`src/hdl/phtk_pkg.sv`:
```
// shared types and constants for the port histogram with top-k report
package phtk_pkg;

    localparam int PORT_BITS       = 16;
    localparam int ADDR_BITS       = PORT_BITS + 1;
    localparam int MEM_DEPTH       = 2 ** ADDR_BITS;
    localparam int FREQ_BITS       = 32;
    localparam int TOP_BITS        = 4;
    localparam int LIST_SIZE_DEF   = 10;
    localparam int COUNT_BITS_DEF  = 32;

    localparam logic [TOP_BITS-1:0]  TOP_COUNT_RESET = 4'd10;
    localparam logic [FREQ_BITS-1:0] FREQ_MAX        = 32'hFFFF_FFFF;

    localparam logic CMD_COUNT  = 1'b0;
    localparam logic CMD_REPORT = 1'b1;

    typedef enum logic [2:0] {
        ST_CLEAR,
        ST_IDLE,
        ST_CNT_WR,
        ST_SCAN,
        ST_SCAN_END,
        ST_EMIT
    } state_t;

    typedef struct packed {
        logic clear_wr;
        logic addr_clr;
        logic addr_inc;
        logic cnt_rd;
        logic cnt_wr;
        logic scan_rd;
        logic list_clear;
        logic emit_load;
    } ctl_cmd_t;

    typedef struct packed {
        logic addr_last;
        logic emit_last;
        logic out_free;
    } ctl_status_t;

endpackage

```
`src/hdl/phtk_ctrl.sv`:
```
// controller state machine: clearing pass, count update, report scan and emit
module phtk_ctrl (
    input  logic                 clk,
    input  logic                 rst_n,
    input  logic                 item_valid,
    input  logic                 command,
    output logic                 item_stall,
    input  phtk_pkg::ctl_status_t status,
    output phtk_pkg::ctl_cmd_t    cmd,
    output phtk_pkg::state_t      state
);
    import phtk_pkg::*;

    state_t state_reg;
    state_t state_next;

    always_ff @(posedge clk or negedge rst_n)
    begin
        if (!rst_n)
        begin
            state_reg <= ST_CLEAR;
        end
        else
        begin
            state_reg <= state_next;
        end
    end

    always_comb
    begin
        state_next = state_reg;
        cmd        = '0;
        unique case (state_reg)
            ST_CLEAR:
            begin
                cmd.clear_wr = 1'b1;
                cmd.addr_inc = 1'b1;
                if (status.addr_last)
                begin
                    state_next = ST_IDLE;
                end
            end
            ST_IDLE:
            begin
                if (item_valid)
                begin
                    if (command == CMD_COUNT)
                    begin
                        cmd.cnt_rd = 1'b1;
                        state_next = ST_CNT_WR;
                    end
                    else
                    begin
                        cmd.list_clear = 1'b1;
                        cmd.addr_clr   = 1'b1;
                        state_next     = ST_SCAN;
                    end
                end
            end
            ST_CNT_WR:
            begin
                cmd.cnt_wr = 1'b1;
                state_next = ST_IDLE;
            end
            ST_SCAN:
            begin
                cmd.scan_rd  = 1'b1;
                cmd.addr_inc = 1'b1;
                if (status.addr_last)
                begin
                    state_next = ST_SCAN_END;
                end
            end
            ST_SCAN_END:
            begin
                // last read word is ranked on this edge
                state_next = ST_EMIT;
            end
            ST_EMIT:
            begin
                if (status.out_free)
                begin
                    cmd.emit_load = 1'b1;
                    if (status.emit_last)
                    begin
                        state_next = ST_IDLE;
                    end
                end
            end
            default:
            begin
                state_next = ST_CLEAR;
            end
        endcase
    end

    assign item_stall = (state_reg != ST_IDLE);
    assign state      = state_reg;

endmodule

```
`config.mk`:
```
export PLATFORM = sky130hd
export DESIGN_NAME = phtk_ctrl
export DESIGN_NICKNAME = d
export VERILOG_FILES = /design/src/hdl/phtk_pkg.sv /design/src/hdl/phtk_ctrl.sv
export SDC_FILE = /design/constraint.sdc
export NUM_CORES = 1
export LEC_CHECK = 0
export CORE_AREA = 2 2 39 41
export DETAILED_ROUTE_END_ITERATION = 10
export DIE_AREA = 0 0 41 43
export DONT_BUFFER_PORTS = 1
export PLACE_DENSITY_LB_ADDON = 0.08
export REMOVE_ABC_BUFFERS = 1
export SYNTH_ARGS = -nofsm -noshare
export SYNTH_HDL_FRONTEND = slang
export SYNTH_SLANG_ARGS = --single-unit
export TNS_END_PERCENT = 30
```
`constraint.sdc`:
```
create_clock -name clk -period 1.3 [get_ports clk]
set_input_delay 0.13 -clock clk [delete_from_list [all_inputs] [get_ports clk]]
set_output_delay 0.13 -clock clk [all_outputs]
set_load 0.05 [all_outputs]
```
==> impl_metrics.json <==
{
  "maxCapViolCount": 0,
  "ff2ff_path_depth": 5,
  "die_width_microns": 41,
  "required_ps": 1170,
  "fin_cells": 64,
  "setup_viol": 7,
  "antenna_found_initial": 0,
  "cts_tree": "built",
  "setup.worst_path.end_class": "primary output",
  "wl_per_cell_microns": 10.7,
  "drive_gt1_share_pct": 62.5,
  "max_slew_margin_pct": 84.6,
  "synth_area_sq_um": 267,
  "synth.area.top_cells": "dfrtp_1, a2111oi_4, buf_4",
  "grt_pass1_vias": 236,
  "ys_dominant_reg_cell": "dfrtp_1",
  "hold_path_class": "in -> reg",
  "tightest_slew_ps": 231,
  "hold_viol": 0,
  "numCtsBuffers": 3,
  "max_freq_mhz": 743,
  "overflow": 0,
  "synth_area_leader_cell": "dfrtp_1",
  "grt_max_degree": 12,
  "synthToLayoutAreaGrowth_pct": 91.1,
  "clk_pin_slew_ps": 40,
  "final_nets": 56,
  "gp_congestion": 0.699,
  "placed_cell_area_sq_um": 410,
  "core_area_sq_um": 1380,
  "multi_input_area_sq_um": 164,
  "timing.rr.end": "state[0]$_DFFE_PN0P_",
  "io_pins": 19,
  "critPathLaunchType": "flop",
  "start_util_pct": 19.3,
  "routed_wl_microns": 687,
  "ys_async_sr_fraction_pct": 100,
  "place_ws_ps": 132,
  "drtAntennaViolNets": 0,
  "fp.dieArea_sq_um": 1760,
  "final_area_sq_um": 509,
  "ys_top_cells_by_count": "nor2_1, buf_4, dfrtp_1",
  "status": "finished, violations left",
  "clock_sinks": 3,
  "placedCellCount": 56,
  "reg2reg_from": "state[1]$_DFFE_PN0P_",
  "clock_path_buffers": 2,
  "numPortBuffers": 0,
  "dr_total_vias": 263,
  "rows": 14,
  "whs_endpoint": "state[2]$_DFFE_PN0P_",
  "firstDrtPassIters": 2,
  "seq_area_sq_um": 76.3,
  "synth_edf_count": 0,
  "syn_inst": 30,
  "yosysSeqAreaShare_pct": 28.2,
  "drt_iter0_drc": 4,
  "holdPathStages": 1,
  "clock-root-buffer": "clkbuf_4",
  "clk_latency_ps": 230,
  "synth_top_area_share_pct": 28.2,
  "grt_setup_unrepaired": "true",
  "min_from": "status[2]",
  "timing.critical_path.from": "state[1]$_DFFE_PN0P_",
  "dpl.hpwl_microns": 506,
  "synth_seq_cells": 3,
  "grt_pass1_wl_microns": 966,
  "drc_errors": 0,
  "antenna_cells": 0,
  "largest_register_ffs": 3,
  "yosys.cell_types.count": 20,
  "avgSynthCellArea_sq_um": 8.88,
  "drv_slew": 0,
  "period_needed_ps": 1350,
  "die_h_microns": 43,
  "htree_levels": 1,
  "fill_cells": 144,
  "synth_most_common_cell": "nor2_1",
  "setup_slack_ps": -46.0,
  "vias_per_cell": 4.11,
  "yosys_warnings": 0,
  "finClkSkew_ps": 1.37,
  "crit_fanout": 4,
  "cp.arrival_ps": 1220,
  "violations": "setup timing",
  "r2r_setup_slack_ps": 120,
  "path_class": "reg -> out",
  "grt_use_total_pct": 8.77,
  "fin_crit_sh_pct": 104
}
==> cell type report <==
| class | instances | share of cell area, % |
|---|---|---|
| Inverter | 3 | 2.70 |
| Multi-Input combinational cell | 20 | 32.2 |
| Sequential cell | 3 | 15.0 |
| Clock buffer | 4 | 5.16 |
| Timing Repair Buffer | 18 | 41.0 |
| Tap cell | 16 | 3.93 |
==> worst max-delay path, stage by stage, from the launching register on <==
cell	delay, ps
dfrtp_1	400
buf_4	150
inv_4	60
and4_1	230
buf_12	140
==> routing by layer <==
| metal | up-vias | routed length [microns] | share of wire, % | track usage [%] |
|---|---|---|---|---|
| met4 | 0 | 0 | 0 | 6.00 |
| met1 | 114 | 251 | 37 | 10.1 |
| met3 | 0 | 88 | 13 | 5.24 |
| met5 | - | 0 | 0 | 0 |
| met2 | 12 | 347 | 51 | 11.6 |
| li1 | 137 | - | - | - |
==> cell usage in the layout, fill, tap and decap left out, types with 2 or more instances in the layout <==
master | Yosys | routed
buf_6 | 1 | 5
buf_4 | 3 | 7
nor2_1 | 4 | 2
nand2_1 | 2 | 2
buf_12 | 0 | 4
clkbuf_4 | 0 | 3
dfrtp_1 | 3 | 2
nor2_2 | 1 | 2
dlygate4sd3_1 | 0 | 2
==> metrics by stage <==
step / hold slack (ps) / util (%) / setup TNS, ps
finish: 40.5 / 36.8 / -194
global route: 34.5 / 36.8 / -629
CTS: 35.4 / 35.0 / -298
detailed placement: -165 / 29.7 / 0
global placement: -165 / 29.7 / 0
floorplan: -166 / - / -5760
==> worst max-delay path by stage <==
stage                     slack, ps  endpoint
after global routing           -100    cmd[0]
after global placement          130    cmd[6]
after floorplan               -1120    cmd[1]
after CTS                       -60    cmd[6]
after detailed placement        130    cmd[5]
final                           -50    cmd[0]
==> cells by family (layout without fill, tap and decap cells) <==
group	Yosys count	count (layout)	share of synthesized area, %
compound gates	5	5	20.7
xor+xnor	1	1	3.29
simple gates	14	14	30.1
flops	3	3	28.2
buf+inv	7	25	17.8
==> what timing repair did <==
action                     in CTS  in global routing
pin swaps                       2                  3
buffers inserted                2                  0
setup endpoints to repair       8                  8
hold endpoints to repair        4                  0
hold buffers                    2                  0
gates resized for setup         4                  6
Power is not shown: default switching activity piles up to over one toggle a cycle in this logic, so the estimate is an artifact.
